## src/sv/tfn_pkg.sv

```systemverilog
// ----------------------------------------------------------------------------
// tfn_pkg
// Shared widths and pipeline payload types for the triangle face normal unit.
// ----------------------------------------------------------------------------
package tfn_pkg;

    localparam int CW   = 16;          // vertex coordinate width
    localparam int EW   = CW + 1;      // edge width
    localparam int PW   = 2 * EW;      // edge product width
    localparam int MW   = PW;          // cross component magnitude width
    localparam int HW   = MW / 2;      // half of a magnitude for squaring
    localparam int SQW  = 2 * MW;      // square of one component
    localparam int SW   = SQW + 2;     // sum of three squares
    localparam int RW   = SW / 2;      // root width, one bit per sqrt cell
    localparam int REMW = RW + 2;      // sqrt remainder width
    localparam int FB   = 14;          // output fraction bits
    localparam int QW   = FB + 1;      // quotient width, one bit per div cell
    localparam int OW   = FB + 2;      // output component width
    localparam int NHW  = MW + FB - QW; // dividend bits loaded before the steps

    typedef struct packed {
        logic                    valid;
        logic [SW-1:0]           rad;
        logic [RW-1:0]           root;
        logic [REMW-1:0]         rem;
        logic [2:0][MW-1:0]      mag;
        logic [2:0]              neg;
    } sq_t;

    typedef struct packed {
        logic                    valid;
        logic [RW-1:0]           len;
        logic [2:0][RW-1:0]      rem;
        logic [2:0][QW-1:0]      numlo;
        logic [2:0][QW-1:0]      quo;
        logic [2:0]              neg;
        logic                    degen;
    } dv_t;

endpackage

```

## src/sv/tfn_sqrt_cell.sv

```systemverilog
// ----------------------------------------------------------------------------
// tfn_sqrt_cell
// One root bit of the integer square root: takes two radicand bits a cycle while en is high.
// ----------------------------------------------------------------------------
module tfn_sqrt_cell
    import tfn_pkg::*;
(
    input  logic clk,
    input  logic rst_n,
    input  logic en,
    input  sq_t  in,
    output sq_t  out
);

    sq_t             out_reg;
    logic [REMW+1:0] rem_sh;
    logic [REMW+1:0] trial;
    logic            take;

    always_comb
    begin
        rem_sh = {in.rem, in.rad[SW-1:SW-2]};
        trial  = {{(REMW-RW){1'b0}}, in.root, 2'b01};
        take   = rem_sh >= trial;
    end

    always_ff @(posedge clk or negedge rst_n)
    begin
        if (!rst_n)
        begin
            out_reg <= '0;
        end
        else if (en)
        begin
            out_reg.valid <= in.valid;
            out_reg.rad   <= {in.rad[SW-3:0], 2'b00};
            out_reg.root  <= {in.root[RW-2:0], take};
            out_reg.rem   <= take ? REMW'(rem_sh - trial) : REMW'(rem_sh);
            out_reg.mag   <= in.mag;
            out_reg.neg   <= in.neg;
        end
    end

    assign out = out_reg;

endmodule

```

## config.mk

```make
export PLATFORM = sky130hd
export DESIGN_NAME = tfn_sqrt_cell
export DESIGN_NICKNAME = d
export VERILOG_FILES = /design/src/sv/tfn_pkg.sv /design/src/sv/tfn_sqrt_cell.sv
export SDC_FILE = /design/constraint.sdc
export NUM_CORES = 1
export LEC_CHECK = 0
export BUFFER_PORTS_ARGS = -buffer_cell sky130_fd_sc_hd__buf_2
export CELL_PAD_IN_SITES_DETAIL_PLACEMENT = 0
export CELL_PAD_IN_SITES_GLOBAL_PLACEMENT = 1
export CORE_AREA = 2 2 195 197
export CTS_BUF_LIST = sky130_fd_sc_hd__clkbuf_4
export CTS_CLUSTER_SIZE = 16
export DETAILED_ROUTE_END_ITERATION = 8
export DIE_AREA = 0 0 197 199
export PLACE_DENSITY_LB_ADDON = 0.3
export SLEW_MARGIN = 20
export SYNTH_ARGS = -nofsm -noshare
export SYNTH_HDL_FRONTEND = slang
export SYNTH_SLANG_ARGS = --single-unit
```

## constraint.sdc

```tcl
create_clock -name clk -period 2.4 [get_ports clk]
set_input_delay 0.48 -clock clk [delete_from_list [all_inputs] [get_ports clk]]
set_output_delay 0.48 -clock clk [all_outputs]
set_load 0.02 [all_outputs]
```

==> flow_metrics.env <==
export IMPL_status="finished clean"
export IMPL_synth_edf_count=0
export IMPL_die_w_um=197
export IMPL_setup_viol=0
export IMPL_worstPathRequired_ps=2970
export IMPL_crit_end="out[134]"
export IMPL_route_detailed_drc=0
export IMPL_crit_fanout=20
export IMPL_async_flop_share_pct=100.0
export IMPL_synth_xor_area_share_pct=2.433
export IMPL_cts_setup_buffers=0
export IMPL_p_comb_share_pct=27.9
export IMPL_r2r_start="out[130]"
export IMPL_grt_pass1_vias=11595
export IMPL_hold_class="in2reg"
export IMPL_fp_row_count=71
export IMPL_fin_skew_ps=0
export IMPL_path_cells="buf_2 > inv_1 > ha_1 > buf_4 > nand4_1 > o22ai_1 > nor4_2 > o311ai_1 > o21a_1 > o31ai_4 > buf_6 > nand2b_1 > o221ai_1"
export IMPL_final_min_clock_period_ps=2266
export IMPL_p_seq_share_pct=39.1
export IMPL_worst_path_stages=13
export IMPL_drv_slew=0
export IMPL_vias_per_cell=4.574
export IMPL_nets=2114
export IMPL_synth_ff_type="dfrtp_1"
export IMPL_htreeDepth=3
export IMPL_worstSetupStartpoint="in[157]"
export IMPL_cp_start_kind="input port"
export IMPL_slowest_stage="ha_1"
export IMPL_clockPowerShare_pct=33.0
export IMPL_peakVddDrop_uv=379.3
export IMPL_synth_top_family_by_area="multiplexers"
export IMPL_cts_tree="yes"
export IMPL_io_pins=499
export IMPL_synth_mux_area_share_pct=21.77
export IMPL_clockRootBuffer="clkbuf_4"
export IMPL_cts_sinks=246
export IMPL_slew_headroom_pct=58.04
export IMPL_synthDistinctLibCells=56
export IMPL_drv_cap=0
export IMPL_worst_slew_pin_slew_ps=622.7
export IMPL_crit_family="compound AO/OA/AOI/OAI gates"
export IMPL_die_y_um=199
export IMPL_wl_per_cell_um=16.95
export IMPL_path_buf_inv=4
export IMPL_die_area_um2=39200
export IMPL_grt_antenna_before_repair=6
export IMPL_layout_setup_ws_ps=134.1
export IMPL_syn_area_per_cell_um2=12.13
export IMPL_ys_ff_latch=246
export IMPL_clock_latency_ps=690
export IMPL_leakagePower_nw=9.116
export IMPL_power_switching_mw=3.976
export IMPL_cts_buffers_inserted=73
export IMPL_ff2ff_setup_slack_ps=1500
export IMPL_yosys_warnings=0
export IMPL_overflow=0
export IMPL_gp_congestion=0.8010
export IMPL_place_ws_ps=-751.5
export IMPL_worst_path_largest_cell_delay_ps=330
export IMPL_synthAdderAreaFrac_pct=4.018
export IMPL_timing_rr_end="out[130]"
export IMPL_syn_to_final_growth_pct=63.15
export IMPL_grt_pass1_wl_mm=61.88
export IMPL_cts_buffer_depth=3
export IMPL_post_route_period_util_pct=94.41
export IMPL_ys_seq_area_share_pct=53.43
export IMPL_first_pass_iters=5
export IMPL_nFillCells=3431
export IMPL_clk_pin_slew_ps=60
export IMPL_internal_power_mw=8.505
export IMPL_reg2reg_depth=3
export IMPL_path_class="in2reg"
export IMPL_grtUsageTotal_pct=20.30
export IMPL_synth_area_um2=11520
export IMPL_synth_compound_area_share_pct=9.014
export IMPL_io_buffer_count=496
export IMPL_fmax_mhz=441.3
export IMPL_wl_mm=39.86
export IMPL_ant_nets=0
export IMPL_largest_reg_flops=246
export IMPL_grt_max_degree=66
export IMPL_core_area_um2=37130
export IMPL_pwr_density_cell_nw_per_um2=664.0
export IMPL_p_sw_share_pct=31.86
export IMPL_crit_arrival_ps=2840
export IMPL_drtIter0Drc=339
export IMPL_syn_inst=950
export IMPL_initial_utilization_pct=31.03
export IMPL_dp_final_hpwl_mm=29.00
export IMPL_dr_total_vias=10757
export IMPL_drive_gt1_share_pct=52.88
export IMPL_hold_viol_final=0
export IMPL_synth_simple_area_share_pct=5.788
export IMPL_crit_path_end_kind="flop"
export IMPL_utilization_pct=50.62
[area by class of cell]
class	instances	area, um2	area share (%)
Clock inverter	16	122.6	0.6523
Antenna cell	4	10.01	0.05325
Tap cell	474	593.1	3.155
Sequential cell	246	6156	32.75
Inverter	49	196.4	1.045
Timing Repair Buffer	850	5812	30.92
Multi-Input combinational cell	606	5104	27.15
Clock buffer	107	803.3	4.273
[power by group through the flow]
stage / registers (mW) / logic [mW] / clock network, mW
floorplan: 5.55 / 1.18 / 0
global placement: 4.92 / 3.19 / 0
detailed placement: 4.94 / 3.22 / 0
CTS: 4.87 / 3.51 / 4.30
global route: 4.94 / 3.77 / 4.59
finish: 4.88 / 3.49 / 4.12
[metal layers]
layer | track usage, % | routed length, um
met4 | 8.883 | 1099
met5 | 0 | 13
met1 | 22.76 | 15640
met2 | 35.48 | 20220
met3 | 6.392 | 2885
[through the flow]
stage / setup TNS (ps) / total power [mW] / hold WS (ps) / cell area (um2) / instances
after floorplan: -7156 / 6.727 / 184.4 / 11710 / 951
after global placement: -22240 / 8.113 / 393.1 / 15650 / 2006
after detailed placement: -24820 / 8.159 / 394.4 / 15650 / 2006
after CTS: 0 / 12.68 / 2.621 / 18770 / 2348
after global routing: -2.574 / 13.29 / 31.44 / 18800 / 2352
final: 0 / 12.48 / 101.0 / 18800 / 2352
[cell families (layout without fill, tap and decap cells)]
group	Yosys count	count (layout)
AOI/OAI and AO/OA	169	169
xor gates and xnor gates	32	32
adders and majority gates	37	37
buffers and inverters	99	1022
DFF	246	246
muxes	224	224
other	1	6
and+or+nand+nor	142	142
[what timing repair did]
action                     in CTS  in global routing
setup endpoints to repair       0                 35
resized for setup               0                  5
hold buffers                  219                  0
hold endpoints to repair      427                  0
[worst register-to-register path, delay by kind of cell (launching register included)]
family | cells | cell delay (ps)
and+or+nand+nor | 1 | 140
DFF | 1 | 400
AOI/OAI and AO/OA | 2 | 240
[synthesized netlist by cell type, types with 2 or more instances]
cell type | instances | area [um2]
dfrtp_1 | 246 | 6156
xnor2_1 | 20 | 175.2
and2_1 | 3 | 18.77
o21bai_1 | 3 | 22.52
nand4_1 | 6 | 37.54
a211oi_1 | 3 | 22.52
and4_1 | 2 | 17.52
nand3_1 | 11 | 55.05
ha_1 | 37 | 462.9
clkbuf_1 | 35 | 131.4
nand2_1 | 39 | 146.4
o21ai_0 | 27 | 135.1
o2111ai_1 | 3 | 26.28
a21boi_0 | 3 | 22.52
mux2i_1 | 11 | 110.1
o21a_1 | 7 | 52.55
o21ai_1 | 2 | 10.01
inv_1 | 49 | 183.9
or2_2 | 2 | 12.51
o31ai_1 | 2 | 15.01
a21o_1 | 9 | 67.56
and3_1 | 6 | 37.54
o211ai_1 | 5 | 37.54
a31oi_1 | 11 | 68.82
buf_2 | 8 | 40.04
o22ai_1 | 2 | 12.51
buf_4 | 4 | 30.03
a21oi_1 | 77 | 385.4
nor2b_1 | 6 | 37.54
nand2b_1 | 5 | 31.28
xor2_1 | 12 | 105.1
o311ai_1 | 2 | 17.52
nor2_1 | 52 | 195.2
nor3_1 | 5 | 25.02
mux2_2 | 213 | 2399
buf_1 | 2 | 7.510
[layout by cell type (no fill, tap or decap), types with 5 or more instances in the layout]
cell type,Yosys,routed
nor2_1,52,52
inv_1,49,46
o211ai_1,5,5
o21ai_1,2,6
xor2_1,12,12
mux2i_1,11,11
dfrtp_1,246,246
ha_1,37,30
nand4_1,6,6
xnor2_1,20,19
buf_12,0,8
nand2_1,39,39
nand3_1,11,11
a31oi_1,11,11
ha_4,0,6
a21o_1,9,9
buf_2,8,494
a21oi_1,77,70
o21a_1,7,7
o21ai_0,27,23
nor2b_1,6,6
buf_4,4,126
nand2b_1,5,5
clkinv_1,0,7
a21oi_2,1,8
dlygate4sd3_1,0,219
and3_1,6,5
clkbuf_4,0,107
mux2_2,213,212
[how the worst min path moves through the flow]
stage	depth (start not counted)	to	startpoint
2_1_floorplan	0	out[0]	rst_n
3_3_place_gp	1	out[143]	rst_n
3_5_place_dp	1	out[143]	rst_n
4_1_cts	4	out[113]	in[111]
5_1_grt	2	out[163]	in[162]
6_report	3	out[125]	in[123]
Power figures use the tool's default switching activity.
