[config.mk]
export PLATFORM = sky130hd
export DESIGN_NAME = tfn_div_cell
export DESIGN_NICKNAME = d
export VERILOG_FILES = /design/src/sv/tfn_pkg.sv /design/src/sv/tfn_div_cell.sv
export SDC_FILE = /design/constraint.sdc
export NUM_CORES = 1
export LEC_CHECK = 0
export ABC_AREA = 1
export BUFFER_PORTS_ARGS = -buffer_cell sky130_fd_sc_hd__clkbuf_2
export CORE_AREA = 4 4 183 185
export CTS_CLUSTER_DIAMETER = 50
export DETAILED_ROUTE_END_ITERATION = 10
export DIE_AREA = 0 0 187 189
export PLACE_DENSITY = 0.92
export SYNTH_ARGS = -nofsm -noshare
export SYNTH_HDL_FRONTEND = slang
export SYNTH_SLANG_ARGS = --single-unit
[constraint.sdc]
create_clock -name clk -period 1.7 [get_ports clk]
set_clock_uncertainty 0.2 [all_clocks]
set_input_delay 0.34 -clock clk [delete_from_list [all_inputs] [get_ports clk]]
set_output_delay 0.34 -clock clk [all_outputs]
set_load 0.05 [all_outputs]
[src/sv/tfn_pkg.sv]
// ----------------------------------------------------------------------------
// tfn_pkg
// Shared widths and pipeline payload types for the triangle face normal unit.
// ----------------------------------------------------------------------------
package tfn_pkg;

    localparam int CW   = 16;          // vertex coordinate width
    localparam int EW   = CW + 1;      // edge width
    localparam int PW   = 2 * EW;      // edge product width
    localparam int MW   = PW;          // cross component magnitude width
    localparam int HW   = MW / 2;      // half of a magnitude for squaring
    localparam int SQW  = 2 * MW;      // square of one component
    localparam int SW   = SQW + 2;     // sum of three squares
    localparam int RW   = SW / 2;      // root width, one bit per sqrt cell
    localparam int REMW = RW + 2;      // sqrt remainder width
    localparam int FB   = 14;          // output fraction bits
    localparam int QW   = FB + 1;      // quotient width, one bit per div cell
    localparam int OW   = FB + 2;      // output component width
    localparam int NHW  = MW + FB - QW; // dividend bits loaded before the steps

    typedef struct packed {
        logic                    valid;
        logic [SW-1:0]           rad;
        logic [RW-1:0]           root;
        logic [REMW-1:0]         rem;
        logic [2:0][MW-1:0]      mag;
        logic [2:0]              neg;
    } sq_t;

    typedef struct packed {
        logic                    valid;
        logic [RW-1:0]           len;
        logic [2:0][RW-1:0]      rem;
        logic [2:0][QW-1:0]      numlo;
        logic [2:0][QW-1:0]      quo;
        logic [2:0]              neg;
        logic                    degen;
    } dv_t;

endpackage

[src/sv/tfn_div_cell.sv]
// ----------------------------------------------------------------------------
// tfn_div_cell
// One quotient bit of the three component divisions by the length.
// ----------------------------------------------------------------------------
module tfn_div_cell
    import tfn_pkg::*;
(
    input  logic clk,
    input  logic rst_n,
    input  logic en,
    input  dv_t  in,
    output dv_t  out
);

    dv_t           out_reg;
    logic [RW:0]   r_sh [3];
    logic [2:0]    take;

    always_comb
    begin
        for (int i = 0; i < 3; i++)
        begin
            r_sh[i] = {in.rem[i], in.numlo[i][QW-1]};
            take[i] = r_sh[i] >= {1'b0, in.len};
        end
    end

    always_ff @(posedge clk or negedge rst_n)
    begin
        if (!rst_n)
        begin
            out_reg <= '0;
        end
        else if (en)
        begin
            out_reg.valid <= in.valid;
            for (int i = 0; i < 3; i++)
            begin
                out_reg.rem[i]   <= take[i] ? RW'(r_sh[i] - {1'b0, in.len}) : RW'(r_sh[i]);
                out_reg.numlo[i] <= {in.numlo[i][QW-2:0], 1'b0};
                out_reg.quo[i]   <= {in.quo[i][QW-2:0], take[i]};
            end
            out_reg.len   <= in.len;
            out_reg.neg   <= in.neg;
            out_reg.degen <= in.degen;
        end
    end

    assign out = out_reg;

endmodule

==> results.yml, run 1 <==
logic_synthesis:
  syn_inst: 2740
  synth_top_cell_by_area: "dfrtp_1"
  synth_warnings: 0
  synth.top_cell.area_share_pct: 33.0
  syn_avg_cell_area_um2: 6.42
  synth_area_mm2: 0.0176
  yosysSeqAreaShare_pct: 33.0
  synth-seq-cells: 232
  ys_top_cells_by_area: "dfrtp_1 33%, nand2_1 26%, ha_1 7.5%"
  synth_cell_types: 46
floorplan:
  boundaryPins: 473
  start_util_pct: 54.9
  rows: 66
  die_w_um: 187
  die_height_um: 189
placement:
  placement.io_buffers: 466
  dpl_cell_area_mm2: 0.0237
  hpwl_mm: 57.1
  gp_congestion: 1.08
  dp_slack_ns: -1.02
timing:
  worstEpCategory: "register input"
  worst_endpoint: "out[106]$_DFFE_PN0P_/D"
outcome:
  error: "[ERROR GRT-0232] Routing congestion too high. Check the congestion heatmap in the GUI."
  lastStage: "global routing (5_1_grt)"
  outcome: "stopped before the end"
clock_tree:
  cts_buffer_depth: 3
  cts_sinks: 232
  cts_made_buffers: 34
  root_buffer: "clkbuf_16"
  htreeDepth: 2
global_route:
  grt_overflow: 170
  grt_usage_pct: 74.7
  grt_max_degree: 86
cell usage after synthesis (all sizes together):
cell type and number:
a21o 5, a21oi 93, a31oi 1, and2 2, and3 1, buf 36, clkbuf 39, conb 1
dfrtp 232, fa 3, ha 105, inv 315, nand2 1233, nand3 174, nand3b 37, nand4 15
nor2 252, nor3 9, nor3b 3, nor4 5, o21a 1, o21ai 113, o21bai 13, or2 1
xnor2 46, xor2 5
logic make-up after synthesis:
family,count (synthesis),synth area share [%]
AOI/OAI and AO/OA,226,6.84
xor gates and xnor gates,51,2.54
adders and majority gates,108,7.81
buffers and inverters,390,9.10
DFF,232,33.0
other,1,0.0213
and+or+nand+nor,1732,40.7
stage by stage:
stage	setup TNS (ns)	hold slack [ns]	std cells
2_1_floorplan	-50.47	-0.156	2742
3_3_place_gp	-97.51	0.0445	3945
3_5_place_dp	-103.31	0.0441	3945
4_1_cts	-49.75	0.00195	4163
per-layer routing:
layer | GRT overflow | GRT usage, %
met4 | 60 | 76.4
met3 | 7 | 62.9
met5 | 2 | 38.7
met1 | 8 | 72.3
met2 | 93 | 89.3
timing repair:
action	CTS
pin swaps	2
gates cloned	2
setup buffers	6
hold buffers	149
endpoints found under the hold margin	376
resized for setup	127
endpoints found under the setup margin	232
==> run 2: changes to the inputs <==
CORE_AREA = unset   (was 4 4 183 185)
CORE_MARGIN = 4   (was unset)
CORE_UTILIZATION = 40   (was unset)
CTS_CLUSTER_DIAMETER = unset   (was 50)
DIE_AREA = unset   (was 0 0 187 189)
PLACE_DENSITY = unset   (was 0.92)
PLACE_DENSITY_LB_ADDON = 0.15   (was unset)
==> results.yml, run 2 <==
placement:
  gp_congestion: 1.00
  placement.io_buffers: 466
  dp_cells: 4162
  hpwl_mm: 59.5
floorplan:
  die_area_mm2: 0.0474
  boundaryPins: 473
  die_w_um: 218
  core-area_mm2: 0.0433
  rows: 76
  start_util_pct: 40.6
  die_height_um: 218
hold_path:
  hp-class: "primary input to flip-flop"
logic_synthesis:
  syn_avg_cell_area_um2: 6.42
  syn_inst: 2740
  yosysSeqAreaShare_pct: 33.0
  synth.top_cell.area_share_pct: 33.0
  synth_top_cell_by_area: "dfrtp_1"
  synth-seq-cells: 232
  ys_async_sr_fraction_pct: 100
  synth_warnings: 0
  synth_edf_count: 0
  synth_ff_type: "dfrtp_1"
  synth_cell_types: 46
  synthTopCellsByCount: "1218 x nand2_1, 314 x inv_1, 239 x nor2_1"
  ys_top_cells_by_area: "dfrtp_1 33%, nand2_1 26%, ha_1 7.5%"
  yosysMostFrequentCell: "nand2_1"
  synth_area_mm2: 0.0176
finish:
  fillers: 3529
  postLayoutCoreUtil_pct: 70.8
  largest_reg_flops: 232
  final_common_cell: "nand2_1"
  drive_gt1_share_pct: 38.8
  layout_common_cells: "1070 x nand2_1, 452 x buf_4, 419 x clkbuf_2"
  fin_cells: 4494
  area_delta_synth_final_pct: 74.2
  num-nets-final: 4231
route:
  ant_nets: 0
  drt-total-wl_mm: 80.7
  wl_per_cell_um: 17.9
  drt_iter0_drc: 1601
  viasPerCell: 5.01
  dr.pass1.iters: 5
  vias: 22500
  route.detailed.drc: 0
global_route:
  grt_usage_pct: 32.1
  use_met3_pct: 3.89
  antenna_found_initial: 3
  top_usage_layer: "met2"
  grt_pass1_vias: 22600
  met1_usage_pct: 41.2
  grt_max_degree: 91
  grt_use_met2_pct: 56.0
  grt_overflow: 0
  grt_pass1_wl_mm: 121
power:
  leakagePower_nw: 16.4
  powerDensity_mw_per_mm2: 802
  ir_drop_mv: 0.775
  p_total_mw: 24.6
critical_path:
  arrival_ns: 2.39
  cp_max_fo: 8
  required_ns: 2.01
  end_kind: "flip-flop"
  start_kind: "primary input"
  crit_type: "primary input to flip-flop"
timing:
  finalCritPeriodShare_pct: 122
  drv_slew: 0
  hold_slack_ns: 0.00859
  max_freq_ghz: 0.481
  rsz0062_at_grt: "true"
  setup_ws_ns: -0.380
  setup_viol: 331
  finalHoldViolCount: 0
  fin_setup_tns_ns: -45.86
  period_minus_slack_ns: 2.08
clock_tree:
  cts_sinks: 232
  cts_made_buffers: 29
  cts_tree: "built"
  clock_latency_ns: 0.58
  root_buffer: "clkbuf_16"
  clk_pin_slew_ns: 0.06
  htreeDepth: 1
  cts_buffer_depth: 3
outcome:
  outcome: "finished with violations"
  violations: "setup timing"
run:
  max-cap-violations: 0
-- run 2: cells by family (layout without fill, tap and decap cells) --
family	count (synthesis)	in the layout	share of synthesized area, %
and+or+nand+nor	1732	1732	40.7
buffers and inverters	390	1554	9.10
DFF	232	232	33.0
AOI/OAI and AO/OA	226	226	6.84
adders and majority gates	108	108	7.81
xor gates and xnor gates	51	51	2.54
other	1	6	0.0213
-- run 2: power breakdown --
part           leakage [nW]  internal, mW  switching [mW]
Clock                 0.451          3.50            2.58
Combinational          13.2          4.45            7.29
Sequential             2.81          6.25           0.501
Total                  16.4          14.2            10.4
-- run 2: path summary, 6_finish.rpt --
check | start | end | slack (ns) | cells after the start
worst max-delay path | in[218] | out[104] | -0.38 | 18
worst min-delay path | in[199] | out[129] | 0.009 | 5
worst max register to register | out[208] | out[208] | 0.75 | 2
worst min register to register | out[48] | out[48] | 0.27 | 2
max in group asynchronous | rst_n | out[70] | 0.64 | 3
min in group asynchronous | rst_n | out[211] | 0.03 | 2
-- run 2: layout make-up --
cell class | count | area, um2 | share of cell area, %
diodes | 3 | 7.51 | 0.0245
inverters | 315 | 1250 | 4.07
flip-flops and latches | 232 | 5810 | 19.0
well taps | 585 | 732 | 2.39
multi-input cells | 2120 | 12600 | 41.1
repair buffers | 1187 | 9340 | 30.5
clock buffers | 39 | 813 | 2.65
clock inverters | 13 | 113 | 0.368
-- run 2: worst max-delay path: stages --
cell,delay [ns]
buf_6,0.08
clkinvlp_4,0.24
ha_4,0.35
nand2_1,0.06
nand2_1,0.07
inv_1,0.06
nand2_1,0.06
inv_1,0.06
nand2_2,0.07
a21oi_4,0.18
nand2_4,0.08
nand2_4,0.10
nand2_8,0.09
buf_12,0.16
buf_12,0.13
nand2_1,0.06
nand2_1,0.07
o21ai_2,0.12
-- run 2: metrics by stage --
stage,area [um2],worst slack [ns]
4_1_cts,28900,-0.318
3_5_place_dp,24300,-1.06
5_1_grt,30600,-0.479
3_3_place_gp,24300,-1.04
2_1_floorplan,17900,-0.517
6_report,30600,-0.380
-- run 2: what timing repair did --
item	in CTS	in global routing
gates cloned	4	6
hold endpoints to repair	430	1
resized for setup	283	365
setup buffers	44	22
hold buffers	201	1
pin swaps	57	105
setup endpoints to repair	340	340
-- run 2: per-layer routing --
metal	up-vias	wire length (um)
met5	-	0
met4	0	3270
met3	200	4030
met2	781	39500
met1	10700	33900
li1	10800	-
Power figures use the tool's default switching activity.
==> run 3: changes to the inputs <==
clock period = 2.1 ns   (was 1.7 ns; I/O delays follow)
==> results.yml, run 3 (synthesis results as in run 2) <==
clock_tree:
  cts_tree: "built"
  clock_latency_ns: 0.57
  cts_buffer_depth: 3
  htreeDepth: 1
  clk_pin_slew_ns: 0.06
  cts_made_buffers: 28
  cts_sinks: 232
  root_buffer: "clkbuf_16"
placement:
  hpwl_mm: 59.5
  dpl_cell_area_mm2: 0.0243
  dp_cells: 4165
  dp_slack_ns: -0.785
  placement.io_buffers: 466
  gp_congestion: 0.963
finish:
  num-nets-final: 4171
  postLayoutCoreUtil_pct: 68.6
  multi_input_area_mm2: 0.0124
  area_delta_synth_final_pct: 68.7
  fin_cells: 4435
  largest_reg_flops: 232
  fillers: 3680
  fin_area_mm2: 0.0297
  drive_gt1_share_pct: 38.1
  layout_common_cells: "1082 x nand2_1, 453 x clkbuf_2, 443 x buf_4"
  final_common_cell: "nand2_1"
  seqCellArea_mm2: 0.00581
power:
  combinationalPowerShare_pct: 47.0
  p_seq_share_pct: 27.8
  p_clk_share_pct: 25.2
  p_sw_share_pct: 42.1
  power.internal_mw: 11.3
  switchingPower_mw: 8.23
  leakagePower_nw: 16.2
  ir_drop_mv: 0.605
  powerDensity_mw_per_mm2: 660
  p_total_mw: 19.6
floorplan:
  rows: 76
  core-area_mm2: 0.0433
  die_area_mm2: 0.0474
  die_w_um: 218
  start_util_pct: 40.6
  boundaryPins: 473
  die_height_um: 218
timing:
  finalCritPeriodShare_pct: 107
  rsz0062_at_grt: "true"
  drv_slew: 0
  max_freq_ghz: 0.443
  worst_pin_slew_ns: 0.511
  finalHoldViolCount: 0
  setup_viol: 102
  setup_ws_ns: -0.157
  hold_slack_ns: 0.0146
  fin_setup_tns_ns: -5.94
  period_minus_slack_ns: 2.26
  relSlewSlack_pct: 66.0
route:
  vias: 22100
  viasPerCell: 4.98
  ant_nets: 0
  dr.pass1.iters: 6
  drt_iter0_drc: 1446
  drt-total-wl_mm: 79.0
  route.detailed.drc: 0
  wl_per_cell_um: 17.8
global_route:
  grt_pass1_wl_mm: 117
  grt_max_degree: 91
  grt_usage_pct: 31.0
  antenna_found_initial: 5
  grt_overflow: 0
  grt_pass1_vias: 21900
critical_path:
  cp_max_fo: 6
  crit_type: "primary input to flip-flop"
  required_ns: 2.37
  arrival_ns: 2.53
  end_kind: "flip-flop"
  start_kind: "primary input"
hold_path:
  hp-class: "primary input to flip-flop"
run:
  max-cap-violations: 0
outcome:
  violations: "setup timing"
  outcome: "finished with violations"
run 3: final cells by class:
cell class	instances	share of cell area, %
multi-input cells	2123	41.7
repair buffers	1125	28.8
flip-flops and latches	232	19.6
inverters	315	4.22
clock buffers	42	2.84
well taps	585	2.47
clock inverters	9	0.354
diodes	4	0.0337
run 3: path summary, 6_finish.rpt:
path                            endpoint  slack [ns]  startpoint  cells past startpoint
worst max-delay path            out[188]       -0.16     in[214]                     18
worst max register to register  out[222]        1.18    out[222]                      2
worst min register to register   out[40]        0.27     out[40]                      2
min in group asynchronous        out[95]        0.09       rst_n                      2
max in group asynchronous        out[57]        0.99       rst_n                      3
worst min-delay path            out[226]        0.01     in[226]                      3
run 3: critical path, cell delays in order:
cell and delay, ns:
buf_6 0.07, clkinvlp_4 0.18, buf_6 0.20, ha_4 0.25
nand2_4 0.09, inv_1 0.04, nand2_1 0.06, nand2_2 0.08
a21oi_4 0.17, nand2_2 0.09, nand2_4 0.09, nand4_4 0.13
buf_6 0.17, buf_8 0.14, nor2_1 0.14, nor2_1 0.08
nand2_1 0.08, nand2_1 0.05
run 3: repair_timing:
action / CTS / global route
setup buffers: 17 / 38
gates cloned: 3 / 18
resized for setup: 108 / 382
pin swaps: 21 / 108
endpoints found under the setup margin: 96 / 108
hold buffers: 142 / 0
endpoints found under the hold margin: 373 / 0
run 3: power by group through the flow:
stage | sequential, mW | clock, mW | combinational, mW
finish | 5.43 | 4.93 | 9.21
global route | 5.50 | 5.21 | 9.86
CTS | 5.42 | 5.01 | 8.36
detailed placement | 5.48 | 0 | 7.88
global placement | 5.47 | 0 | 7.82
floorplan | 7.51 | 0 | 2.82
run 3: metal layers:
metal	wire, um	vias to the layer above	track usage, %
li1	-	10700	-
met1	33500	10400	40.4
met2	38400	700	53.0
met3	3760	205	3.78
met4	3390	4	11.2
met5	27	-	0
==> run 4: changes to the inputs <==
TNS_END_PERCENT = 50   (was unset)
==> results.yml, run 4 (synthesis results as in run 2) <==
critical_path:
  r2r_slack_ns: 1.20
  crit_type: "primary input to flip-flop"
  crit_buf_inv: 5
  crit_path_top_delay_cell: "ha_4"
  crit_family: "simple AND/OR/NAND/NOR gates"
  start_kind: "primary input"
  timing.rr.start: "out[148]"
  arrival_ns: 2.55
  cpPeakStageDelay_ns: 0.38
  end_kind: "flip-flop"
  r2r-end: "out[148]"
  cp_max_fo: 5
  required_ns: 2.38
  path_cells: "buf_6, clkinvlp_4, ha_4, nand2_1, nor2_2, nand2_1, nor2_2, nand2_1, nand2_2, a21oi_4, buf_12, nand2_8, buf_4, buf_4, nand3_2, nand3_2, nand2_1"
  crit_top_cell: "nand2_1"
  reg2reg_depth: 2
floorplan:
  die_w_um: 218
  rows: 76
  die_height_um: 218
  die_area_mm2: 0.0474
  boundaryPins: 473
  start_util_pct: 40.6
  core-area_mm2: 0.0433
power:
  ir_drop_mv: 0.629
  powerDensity_mw_per_mm2: 671
  leakagePower_nw: 16.0
  p_total_mw: 19.4
timing:
  hold_slack_ns: 0.0131
  setup_viol: 106
  drv_slew: 0
  finalHoldViolCount: 0
  max_freq_ghz: 0.440
  finalCritPeriodShare_pct: 108
  rsz0062_at_grt: "true"
  fin_setup_tns_ns: -7.64
  setup_ws_ns: -0.171
  period_minus_slack_ns: 2.27
route:
  drt-total-wl_mm: 78.9
  drt_iter0_drc: 1466
  ant_nets: 0
  vias: 22000
  route.detailed.drc: 0
  dr.pass1.iters: 5
  viasPerCell: 4.94
  wl_per_cell_um: 17.7
outcome:
  outcome: "finished with violations"
  violations: "setup timing"
finish:
  largest_reg_flops: 232
  diodes: 0
  num-nets-final: 4192
  final_common_cell: "nand2_1"
  layout_common_cells: "1128 x nand2_1, 478 x buf_4, 458 x clkbuf_2"
  area_delta_synth_final_pct: 64.6
  fin_cells: 4451
  drive_gt1_share_pct: 35.8
clock_tree:
  cts_buffer_depth: 3
  cts_made_buffers: 28
  cts_sinks: 232
  htreeDepth: 1
  clock_latency_ns: 0.58
  cts_tree: "built"
  root_buffer: "clkbuf_16"
  clk_pin_slew_ns: 0.06
run:
  max-cap-violations: 0
global_route:
  antenna_found_initial: 5
  top_usage_layer: "met2"
  grt_pass1_vias: 22100
  grt_pass1_wl_mm: 119
  grt_max_degree: 90
  grt_use_met2_pct: 54.3
  use_met3_pct: 4.88
  met1_usage_pct: 40.4
  grt_overflow: 0
  grt_usage_pct: 31.7
placement:
  dp_cells: 4179
  placement.io_buffers: 466
  hpwl_mm: 59.9
  gp_congestion: 0.951
  dp_slack_ns: -0.825
hold_path:
  min_path_cells: 4
  hold_path_end: "out[164]"
  hp-class: "primary input to flip-flop"
  min_from: "in[93]"
## run 4: timing repair
| item | in CTS | in global routing |
|---|---|---|
| hold buffers | 150 | 0 |
| endpoints found under the hold margin | 381 | 0 |
| cloned | 9 | 4 |
| resized for setup | 164 | 211 |
| buffers inserted | 44 | 17 |
| endpoints found under the setup margin | 106 | 108 |
| pin swaps | 37 | 80 |
## run 4: worst max path at each step
stage / from / endpoint / slack (ns) / cells after the start
2_1_floorplan: in[78] / out[150] / -0.20 / 15
3_3_place_gp: in[206] / out[184] / -0.87 / 13
3_5_place_dp: in[206] / out[184] / -0.83 / 13
4_1_cts: in[209] / out[191] / -0.07 / 15
5_1_grt: in[220] / out[179] / -0.26 / 17
6_report: in[220] / out[157] / -0.17 / 17
## run 4: metrics by stage
| stage | cell area [um2] | util (%) |
|---|---|---|
| 2_1_floorplan | 17800 | - |
| 3_3_place_gp | 24100 | 55.8 |
| 3_5_place_dp | 24100 | 55.8 |
| 4_1_cts | 27900 | 64.6 |
| 5_1_grt | 28900 | 66.9 |
| 6_report | 28900 | 66.9 |
## run 4: worst reg2reg max path, stage by stage, from the launching register on
cell and delay, ns:
dfrtp_1 0.44, nand2_1 0.10, nand2_1 0.05
## run 4: per-layer routing
metal	up-vias	routed length, um
li1	10800	-
met5	-	63
met3	193	4980
met1	10300	32200
met4	10	3350
met2	753	38400
## run 4: final cells by class
type | count | area [um2]
fillers | 3756 | 14300
multi-input cells | 2122 | 11800
repair buffers | 1147 | 8440
flip-flops and latches | 232 | 5810
inverters | 315 | 1260
clock buffers | 39 | 802
well taps | 585 | 732
clock inverters | 11 | 138
## run 4: where the power goes
group | internal, mW | total, mW | switching, mW
clock | 2.92 | 5.01 | 2.09
combinational | 3.25 | 8.97 | 5.72
sequential | 5.06 | 5.45 | 0.390
